## src/rtl/assert_macros.svh

```systemverilog
// Assertion macros used by the RTL of the rational fraction ALU.
`ifndef ASSERT_MACROS_SVH
`define ASSERT_MACROS_SVH

// The consequent must hold in the same cycle as the antecedent.
`define ASSERT_SAME(label, clk, rst, ante, cons, msg) \
  label: assert property (@(posedge clk) disable iff (rst) (ante) |-> (cons)) \
    else $error(msg);

// The consequent must hold in the cycle after the antecedent.
`define ASSERT_NEXT(label, clk, rst, ante, cons, msg) \
  label: assert property (@(posedge clk) disable iff (rst) (ante) |=> (cons)) \
    else $error(msg);

`endif

```

## src/rtl/rfa_pkg.sv

```systemverilog
// Package with the types, codes and helpers of the rational fraction ALU.
package rfa_pkg;

  localparam int WORD_BITS = 32;
  localparam int CNT_BITS  = $clog2(WORD_BITS);

  typedef logic [WORD_BITS-1:0] word_t;

  typedef enum logic [2:0] {
    K_ADD  = 3'd0,
    K_SUB  = 3'd1,
    K_MUL  = 3'd2,
    K_DIV  = 3'd3,
    K_CMP  = 3'd4,
    K_SIMP = 3'd5
  } kind_t;

  typedef enum logic [2:0] {
    S_IDLE,
    S_MUL,
    S_FIN,
    S_EUC,
    S_DIV,
    S_DIVEND,
    S_DONE
  } state_t;

  typedef enum logic [1:0] {
    PH_REM,
    PH_QN,
    PH_QD
  } phase_t;

  // Magnitude of a two's complement word, as an unsigned word.
  function automatic word_t mag(input word_t x);
    mag = x[WORD_BITS-1] ? word_t'(-x) : x;
  endfunction

endpackage

```

## src/rtl/rational_fraction_alu.sv

```systemverilog
// Rational fraction ALU: one shared multiplier and one shared serial divider.
//
//  channel  direction  signals
//  req      in         req_valid, req_stall, kind, a_num, a_den, b_num, b_den
//  res      out        res_valid, res_stall, res_num, res_den, gcd_zero
//
// Add, sub, mul, div and compare form three products through the one multiplier
// in S_MUL, then S_FIN forms the result. Simplify runs Euclid on the shared
// divider, one serial division per remainder step (steps <= 46), then two
// quotient divisions. Unused codes go to S_DONE with a zero result. Reset is
// synchronous and clears the sequencer and the result valid; one item is in
// work at a time, and a stalled result holds the sequencer in its done state
// until the result slot frees.
`include "assert_macros.svh"

module rational_fraction_alu (
  input  logic                        clk,
  input  logic                        rst,
  input  logic                        req_valid,
  output logic                        req_stall,
  input  logic [2:0]                  kind,
  input  logic signed [31:0]          a_num,
  input  logic signed [31:0]          a_den,
  input  logic signed [31:0]          b_num,
  input  logic signed [31:0]          b_den,
  output logic                        res_valid,
  input  logic                        res_stall,
  output logic signed [31:0]          res_num,
  output logic signed [31:0]          res_den,
  output logic                        gcd_zero
);
  import rfa_pkg::*;

  state_t              state, state_next;
  phase_t              phase, phase_next;
  logic [1:0]          mstep, mstep_next;
  logic [2:0]          op, op_next;
  word_t               an, an_next, ad, ad_next, bn, bn_next, bd, bd_next;
  word_t               p0, p0_next, p1, p1_next, p2, p2_next;
  word_t               ea, ea_next, eb, eb_next, g, g_next;
  word_t               rn, rn_next, rd, rd_next;
  logic                gz, gz_next;
  word_t               dvd, dvd_next, rem, rem_next, dvs, dvs_next;
  logic [CNT_BITS-1:0] dcnt, dcnt_next;
  logic                res_valid_next;
  word_t               res_num_next, res_den_next;
  logic                gcd_zero_next;
  logic                load_res;

  word_t               mx, my, mprod;
  logic [WORD_BITS:0]  shifted, diff;

  assign req_stall = (state != S_IDLE);

  // Operand selection for the shared multiplier.
  always_comb begin
    mx = an;
    my = bd;
    case (mstep)
      2'd0: begin
        mx = an;
        my = (op == K_MUL) ? bn : bd;
      end
      2'd1: begin
        mx = ad;
        my = (op == K_MUL) ? bd : bn;
      end
      default: begin
        mx = ad;
        my = bd;
      end
    endcase
  end

  assign mprod = word_t'(mx * my);

  // One restoring division step.
  assign shifted = {rem, dvd[WORD_BITS-1]};
  assign diff    = shifted - {1'b0, dvs};

  always_comb begin
    state_next     = state;
    phase_next     = phase;
    mstep_next     = mstep;
    op_next        = op;
    an_next        = an;
    ad_next        = ad;
    bn_next        = bn;
    bd_next        = bd;
    p0_next        = p0;
    p1_next        = p1;
    p2_next        = p2;
    ea_next        = ea;
    eb_next        = eb;
    g_next         = g;
    rn_next        = rn;
    rd_next        = rd;
    gz_next        = gz;
    dvd_next       = dvd;
    rem_next       = rem;
    dvs_next       = dvs;
    dcnt_next      = dcnt;
    res_num_next   = res_num;
    res_den_next   = res_den;
    gcd_zero_next  = gcd_zero;
    load_res       = 1'b0;
    res_valid_next = res_valid && res_stall;

    case (state)
      S_IDLE: begin
        if (req_valid) begin
          op_next    = kind;
          an_next    = a_num;
          ad_next    = a_den;
          bn_next    = b_num;
          bd_next    = b_den;
          gz_next    = 1'b0;
          mstep_next = 2'd0;
          case (kind)
            K_ADD, K_SUB, K_MUL, K_DIV, K_CMP: begin
              state_next = S_MUL;
            end
            K_SIMP: begin
              ea_next    = a_num;
              eb_next    = a_den;
              state_next = S_EUC;
            end
            default: begin
              rn_next    = '0;
              rd_next    = '0;
              state_next = S_DONE;
            end
          endcase
        end
      end
      S_MUL: begin
        case (mstep)
          2'd0:    p0_next = mprod;
          2'd1:    p1_next = mprod;
          default: p2_next = mprod;
        endcase
        mstep_next = mstep + 2'd1;
        if (mstep == 2'd2) begin
          state_next = S_FIN;
        end
      end
      S_FIN: begin
        case (op)
          K_ADD: begin
            rn_next = p0 + p1;
            rd_next = p2;
          end
          K_SUB: begin
            rn_next = p0 - p1;
            rd_next = p2;
          end
          K_CMP: begin
            rn_next = p0 - p1;
            rd_next = '0;
          end
          default: begin
            rn_next = p0;
            rd_next = (op == K_MUL) ? p2 : p1;
          end
        endcase
        state_next = S_DONE;
      end
      S_EUC: begin
        dcnt_next = '0;
        rem_next  = '0;
        if (eb == '0) begin
          if (ea == '0) begin
            rn_next    = an;
            rd_next    = ad;
            gz_next    = 1'b1;
            state_next = S_DONE;
          end else begin
            g_next     = ea;
            dvd_next   = mag(an);
            dvs_next   = mag(ea);
            phase_next = PH_QN;
            state_next = S_DIV;
          end
        end else begin
          dvd_next   = mag(ea);
          dvs_next   = mag(eb);
          phase_next = PH_REM;
          state_next = S_DIV;
        end
      end
      S_DIV: begin
        if (!diff[WORD_BITS]) begin
          rem_next = diff[WORD_BITS-1:0];
          dvd_next = {dvd[WORD_BITS-2:0], 1'b1};
        end else begin
          rem_next = shifted[WORD_BITS-1:0];
          dvd_next = {dvd[WORD_BITS-2:0], 1'b0};
        end
        dcnt_next = dcnt + 1'b1;
        if (dcnt == CNT_BITS'(WORD_BITS - 1)) begin
          state_next = S_DIVEND;
        end
      end
      S_DIVEND: begin
        dcnt_next = '0;
        rem_next  = '0;
        case (phase)
          PH_REM: begin
            // The remainder takes the sign of the dividend.
            ea_next    = eb;
            eb_next    = ea[WORD_BITS-1] ? word_t'(-rem) : rem;
            state_next = S_EUC;
          end
          PH_QN: begin
            rn_next    = (an[WORD_BITS-1] ^ g[WORD_BITS-1]) ? word_t'(-dvd) : dvd;
            dvd_next   = mag(ad);
            dvs_next   = mag(g);
            phase_next = PH_QD;
            state_next = S_DIV;
          end
          default: begin
            rd_next    = (ad[WORD_BITS-1] ^ g[WORD_BITS-1]) ? word_t'(-dvd) : dvd;
            state_next = S_DONE;
          end
        endcase
      end
      S_DONE: begin
        if (!res_valid || !res_stall) begin
          load_res       = 1'b1;
          res_valid_next = 1'b1;
          res_num_next   = rn;
          res_den_next   = rd;
          gcd_zero_next  = gz;
          state_next     = S_IDLE;
        end
      end
      default: begin
        state_next = S_IDLE;
      end
    endcase
  end

  always_ff @(posedge clk) begin
    if (rst) begin
      state     <= S_IDLE;
      res_valid <= 1'b0;
    end else begin
      state     <= state_next;
      res_valid <= res_valid_next;
    end
  end

  always_ff @(posedge clk) begin
    phase    <= phase_next;
    mstep    <= mstep_next;
    op       <= op_next;
    an       <= an_next;
    ad       <= ad_next;
    bn       <= bn_next;
    bd       <= bd_next;
    p0       <= p0_next;
    p1       <= p1_next;
    p2       <= p2_next;
    ea       <= ea_next;
    eb       <= eb_next;
    g        <= g_next;
    rn       <= rn_next;
    rd       <= rd_next;
    gz       <= gz_next;
    dvd      <= dvd_next;
    rem      <= rem_next;
    dvs      <= dvs_next;
    dcnt     <= dcnt_next;
    res_num  <= res_num_next;
    res_den  <= res_den_next;
    gcd_zero <= gcd_zero_next;
  end

  // A zero gcd only arises from a zero over zero input, which passes through.
  `ASSERT_SAME(a_gz_zero, clk, rst, res_valid && gcd_zero, (res_num == 0) && (res_den == 0), "gcd_zero with nonzero fraction")
  // The shared divider never runs with a zero divisor.
  `ASSERT_SAME(a_div_nz, clk, rst, state == S_DIV, dvs != '0, "division by zero in shared divider")
  // The partial remainder stays below the divisor.
  `ASSERT_SAME(a_rem_lt, clk, rst, state == S_DIV, rem < dvs, "partial remainder not below divisor")
  // A compare result always carries a zero denominator.
  `ASSERT_NEXT(a_cmp_den, clk, rst, load_res && (op == K_CMP), res_valid && (res_den == 0), "compare result with nonzero denominator")

endmodule
```

## config.mk

```make
export PLATFORM = sky130hd
export DESIGN_NAME = rational_fraction_alu
export DESIGN_NICKNAME = d
export VERILOG_FILES = /design/src/rtl/rfa_pkg.sv /design/src/rtl/rational_fraction_alu.sv
export VERILOG_INCLUDE_DIRS = /design/src /design/src/rtl
export SDC_FILE = /design/constraint.sdc
export NUM_CORES = 2
export LEC_CHECK = 0
export BUFFER_PORTS_ARGS = -buffer_cell sky130_fd_sc_hd__buf_4
export CAP_MARGIN = 20
export CORE_MARGIN = 1
export CORE_UTILIZATION = 64
export CTS_CLUSTER_DIAMETER = 150
export DETAILED_ROUTE_END_ITERATION = 10
export PLACE_DENSITY = 0.82
export SYNTH_ARGS = -nofsm -noshare
export SYNTH_HDL_FRONTEND = slang
export SYNTH_SLANG_ARGS = --single-unit
export TNS_END_PERCENT = 100
```

## constraint.sdc

```tcl
create_clock -name clk -period 10.85 [get_ports clk]
set_input_delay 2.17 -clock clk [delete_from_list [all_inputs] [get_ports clk]]
set_output_delay 2.17 -clock clk [all_outputs]
set_load 0.1 [all_outputs]
```

Word-level counts from Yosys, hierarchy flattened
Cells that the tools add are included.
- muxes and demuxes: 66
- $mul: 1
- add/sub/neg operators: 12
- reductions and logical operators: 40
- equality and inequality tests: 30
- bitwise operators: 4
- operator list (cell ; count):
    $mux 32 ; 33
    $pmux 32 s2 ; 7
    $pmux 32 s4 ; 2
    $neg 32->32 ; 7
    $pmux 32 s3 ; 1
    $logic_not 32->1 ; 2
    $sub 33x32->33 ; 1
    $add 32x32->32 ; 1
    $mul 32x32->32 ; 1
    $sub 32x32->32 ; 1
    $pmux 3 s7 ; 1
    $ne 2x2->1 const B ; 10
    $eq 3x3->1 const B ; 6
    $eq 3x2->1 const B ; 5
    $mux 3 ; 5
    $pmux 3 s2 ; 2
    $reduce_and 2->1 ; 6
    $reduce_and 4->1 ; 3
    $reduce_and 6->1 ; 2
    $mux 2 ; 5
    $pmux 5 s2 ; 1
    $reduce_bool 2->1 ; 5
    $reduce_or 2->1 ; 5
    $eq 3x1->1 const B ; 3
    22 further kinds ; 38
- output and inout port bits: 67
- input port bits: 135
- register bits after elaboration: 562
- logic and storage cells: 178

Logic depth before layout (Yosys ltp)
- word-level depth: 5
- gate-level depth with buffers: 37
- depth with buffers taken out: 33

Worst setup path before layout
Ideal clock, no wire load.
- kind: flip-flop to flip-flop
- start point: register mstep[0]
- end point: register p0[30], data pin
- data arrival time: 9.429 ns
- path buffers: 6
- setup slack: 1.149 ns
- stages on the path, launching flop included: 35
- period minus slack after synthesis: 9.701 ns
- data required time: 10.578 ns
- setup time: 0.272 ns
- cells stage by stage: edfxtp_1 inv_1 ha_1 clkbuf_1 clkbuf_1 buf_1 clkbuf_1 buf_1 mux2i_1 clkbuf_1 nor2_1 fa_1 fa_1 fa_1 inv_1 fa_1 inv_1 fa_1 inv_1 fa_1 inv_1 fa_1 inv_1 fa_1 inv_1 ha_1 nand3_1 nor3_1 inv_1 or4b_2 a31oi_1 o2111ai_1 nand3b_1 a311oi_1 xnor2_1
- word-level cells in the longest chain between the ends: 3
- elaborated cells between the ends (all ways): 5
- those cells by class: 1 x mul; 1 x eq/ne; 2 x mux; 1 x reduce/logical
- ends and longest elaborated chain (what ; line ; RTL):
    start: declaration ; rational_fraction_alu.sv:36 ; logic [1:0] mstep, mstep_next;
    start signal: assignment ; rational_fraction_alu.sv:255 ; mstep <= mstep_next;
    $eq 2x1->1 or $logic_not 2->1 (tied branches) ; rational_fraction_alu.sv:59 ; case (mstep)
    $pmux 32 s2 or $mux 32 (tied branches) ; rational_fraction_alu.sv:59 ;
    $mul 32x32->32 (*) ; rational_fraction_alu.sv:75 ; assign mprod = word_t'(mx * my);
    named net mprod[30] ; rational_fraction_alu.sv:50 ; word_t mx, my, mprod;
    end signal: assignment ; rational_fraction_alu.sv:261 ; p0 <= p0_next;
    end: declaration ; rational_fraction_alu.sv:39 ; word_t p0, p0_next, p1, p1_next, p2, p2_next;
Mark *: on every way through the listed nets, which the timed path passes. The rest lies on a longest branch.
A chain may end at the register's enable or synchronous reset.

Final worst setup path
- start point: register op[1]
- end point: register p0[31], data pin
- word-level cells in the longest chain between the ends: 4
- elaborated cells between the ends (all ways): 5
- those cells by class: 1 x mul; 1 x eq/ne; 3 x mux
- ends and longest elaborated chain (what ; line ; RTL):
    start: declaration ; rational_fraction_alu.sv:37 ; logic [2:0] op, op_next;
    start signal: assignment ; rational_fraction_alu.sv:256 ; op <= op_next;
    $eq 3x2->1 (*) ; rational_fraction_alu.sv:62, rational_fraction_alu.sv:66 ;
    $mux 32 (on tied branches) ; rational_fraction_alu.sv:66, rational_fraction_alu.sv:62 ;
    $pmux 32 s2 (*) ; rational_fraction_alu.sv:59 ;
    $mul 32x32->32 (*) ; rational_fraction_alu.sv:75 ;
    named net mprod[31] ; rational_fraction_alu.sv:50 ;
Marked as above.

==> out/qor.csv <==
stage;metric;value;unit
yosys;ys_warn_count;0;
routing;first_pass_iters;9;
routing;drc;0;
routing;drt_iter0_markers;5374;
critical_path;cp_data_required_time;11.25;ns
placement;portBuffers;201;
yosys;synth-edff-count;558;
yosys;synthArstFlopShare;0;
placement;gp_congestion;1.04;
sta;setup_viol;0;
yosys;netlist_area;46600;sq um
yosys;synth.area.top_cells;edfxtp_1 36%, fa_1 18%, ha_1 5.3%;
cells_and_area;nets;5568;
sta;post-route-period-util;0.921;
global_routing;first_global_vias;36800;
clock_network;post_cts_resized;0;
yosys;syn_nets;5428;
sta;fmax;100;MHz
clock_network;cts_root_buf;clkbuf_16;
routing;wl_per_cell;26.5;um
floorplanning;core.rowCount;98;
min_path;hp-class;reg2reg;
floorplanning;fp.dieH;272;um
clock_network;insertion_delay;0.66;ns
floorplanning;die-area;74000;sq um
placement;dpl.cell_count;5715;
global_routing;grt_overflow_total;0;
clock_network;hold_buffers;0;
global_routing;antenna_found_initial;5;
placement;dp.final_hpwl;118000;um
sta;tightestPinTransition;1.19;ns
sta;tns;0;ns
clock_network;clkTransAtPathRegs;0.06;ns
clock_network;cts_setup_buffers;0;
placement;place_area;49400;sq um
flow_run;drv_cap;0;
routing;wirelength;154000;um
yosys;syn_inst;4684;
routing;ant_nets;0;
cells_and_area;stdcell_area;51300;sq um
sta;hold_violations;0;
floorplanning;fp.dieW;272;um
global_routing;grt_pass1_wl;230000;um
yosys;synth.avg_cell_area;9.96;sq um
yosys;post-synth-top-area-cell;edfxtp_1;
clock_network;cts_tree;yes;
sta;rsz0062_at_grt;false;
cells_and_area;area_growth;9.96;%
sta;finalMaxSlewViolations;0;
floorplanning;ios;202;
global_routing;grt_max_degree;93;
yosys;synth_flop_cell;edfxtp_1;
critical_path;crit_type;reg2reg;
sta;skew;0.0410;ns
clock_network;cts.sink_count;562;
cells_and_area;final_layout_size_suffix_gt1_frac;0.0984;
sta;fin_crit;9.99;ns
yosys;yosys-top-cells-count;604 x nand2_1, 558 x edfxtp_1, 516 x inv_1;
yosys;yosysMostFrequentCell;nand2_1;
routing;vias;38200;
routing;vias_per_cell;6.55;
clock_network;numCtsBuffers;57;
global_routing;grtUsageTotal;0.421;
yosys;synth_cell_types;77;
critical_path;path_max_fanout;33;
sta;relSlewSlack;0.208;
cells_and_area;stdcell_count;5825;
yosys;synth_top_area_share;0.359;
clock_network;h-tree-depth;2;
run_status;status;finished, final reports clean;
floorplanning;coreArea;71900;sq um
critical_path;cp_data_arrival_time;10.40;ns
cells_and_area;fillers;5297;
clock_network;cts_buffer_depth;3;
critical_path;end_kind;flop;
yosys;synth_seq_cells;562;
floorplanning;start_util;0.649;
yosys;seq_area_frac_synth;0.361;
critical_path;startpoint_type;flop;
## cell type report
| cell class | instances | area (sq um) | area share |
|---|---|---|---|
| well taps | 950 | 1190 | 0.0232 |
| inverters | 517 | 1950 | 0.0379 |
| multi-input cells | 3388 | 27200 | 0.530 |
| clock inverters | 34 | 343 | 0.00668 |
| diodes | 5 | 12.5 | 0.000244 |
| clock buffers | 71 | 1530 | 0.0298 |
| repair buffers | 298 | 2240 | 0.0436 |
| flip-flops and latches | 562 | 16800 | 0.328 |
## path summary, 6_finish.rpt
kind                             from          to  slack (ns)  cells after the start
worst max-delay path            op[1]      p0[31]        0.86                     27
worst max register to register  op[1]      p0[31]        0.86                     27
worst min register to register  rd[4]  res_den[4]        0.40                      0
worst min-delay path            rd[4]  res_den[4]        0.40                      0
## through the flow
stage                     hold WS [ns]  utilization  setup WS, ns
after CTS                        0.413        0.714         0.993
after global routing             0.410        0.714         0.372
after detailed placement         0.405        0.688          1.01
after floorplan                  0.400            -          1.15
final                            0.405        0.714         0.857
after global placement           0.401        0.688          1.14
## metal layers
| metal | GRT usage | routed length [um] |
|---|---|---|
| met5 | 0 | 23 |
| met2 | 0.607 | 64400 |
| met1 | 0.566 | 55900 |
| met3 | 0.128 | 22700 |
| met4 | 0.246 | 11400 |
## state kept, by name, indices dropped and copies added, names as in the netlist, 2 cells and up
| name | flops |
|---|---|
| ad | 32 |
| an | 32 |
| bd | 32 |
| bn | 32 |
| dcnt | 5 |
| dvd | 32 |
| dvs | 32 |
| ea | 32 |
| eb | 32 |
| g | 32 |
| mstep | 2 |
| op | 3 |
| p0 | 32 |
| p1 | 32 |
| p2 | 32 |
| phase | 2 |
| rd | 32 |
| rem | 32 |
| res_den | 32 |
| res_num | 32 |
| rn | 32 |
| state | 3 |
## cell usage in the layout, fill, tap and decap left out, types with 12 or more instances in the layout
master,count
or2_2,21
and2_1,25
o21ai_0,236
fa_1,410
o22ai_1,13
xor2_1,195
o31ai_1,68
o21a_1,20
or3_1,41
a22oi_1,70
buf_4,298
edfxtp_1,558
o41ai_1,34
a31oi_1,24
nand2_1,603
o211ai_1,26
nor4_1,25
nand3_1,42
inv_1,514
a21o_1,31
nand3b_1,14
clkinv_1,12
or4_1,25
ha_1,198
xnor2_1,198
nor3_1,48
a211oi_1,13
nor2_1,471
mux2_2,24
a22o_1,15
nand2b_1,54
mux2i_1,59
o221ai_1,34
nor2b_1,20
o21bai_1,12
clkbuf_16,58
a21oi_1,156
nor4b_1,12
## kinds of logic (layout without fill, tap and decap cells)
family	count (synthesis)	in the layout	synth area share
mux	89	89	0.0198
flops	562	562	0.361
xor+xnor	396	396	0.0746
compound gates	836	836	0.117
other cells	0	5	0
simple gates	1458	1458	0.139
fa+ha+maj	609	609	0.229
buf+inv	734	920	0.0591
## worst max-delay path: stages (launching register included)
cell and delay (ns):
edfxtp_1 0.72, or3b_2 0.68, mux2_2 0.55, a22oi_1 0.78, nor2_1 0.15, fa_1 0.55, fa_1 0.46, fa_1 0.57
inv_1 0.07, fa_1 0.52, inv_1 0.05, fa_1 0.46, ha_1 0.34, fa_1 0.53, inv_1 0.05, fa_1 0.54
inv_1 0.05, ha_1 0.35, a21oi_1 0.27, o21ai_0 0.13, o21ai_0 0.21, a31oi_1 0.09, or4_1 0.51, nand3_1 0.15
a31oi_1 0.17, a221o_1 0.36, a21oi_1 0.18, xnor2_1 0.23
Power is not shown: default switching activity piles up to over one toggle a cycle in this logic, so the estimate is an artifact.
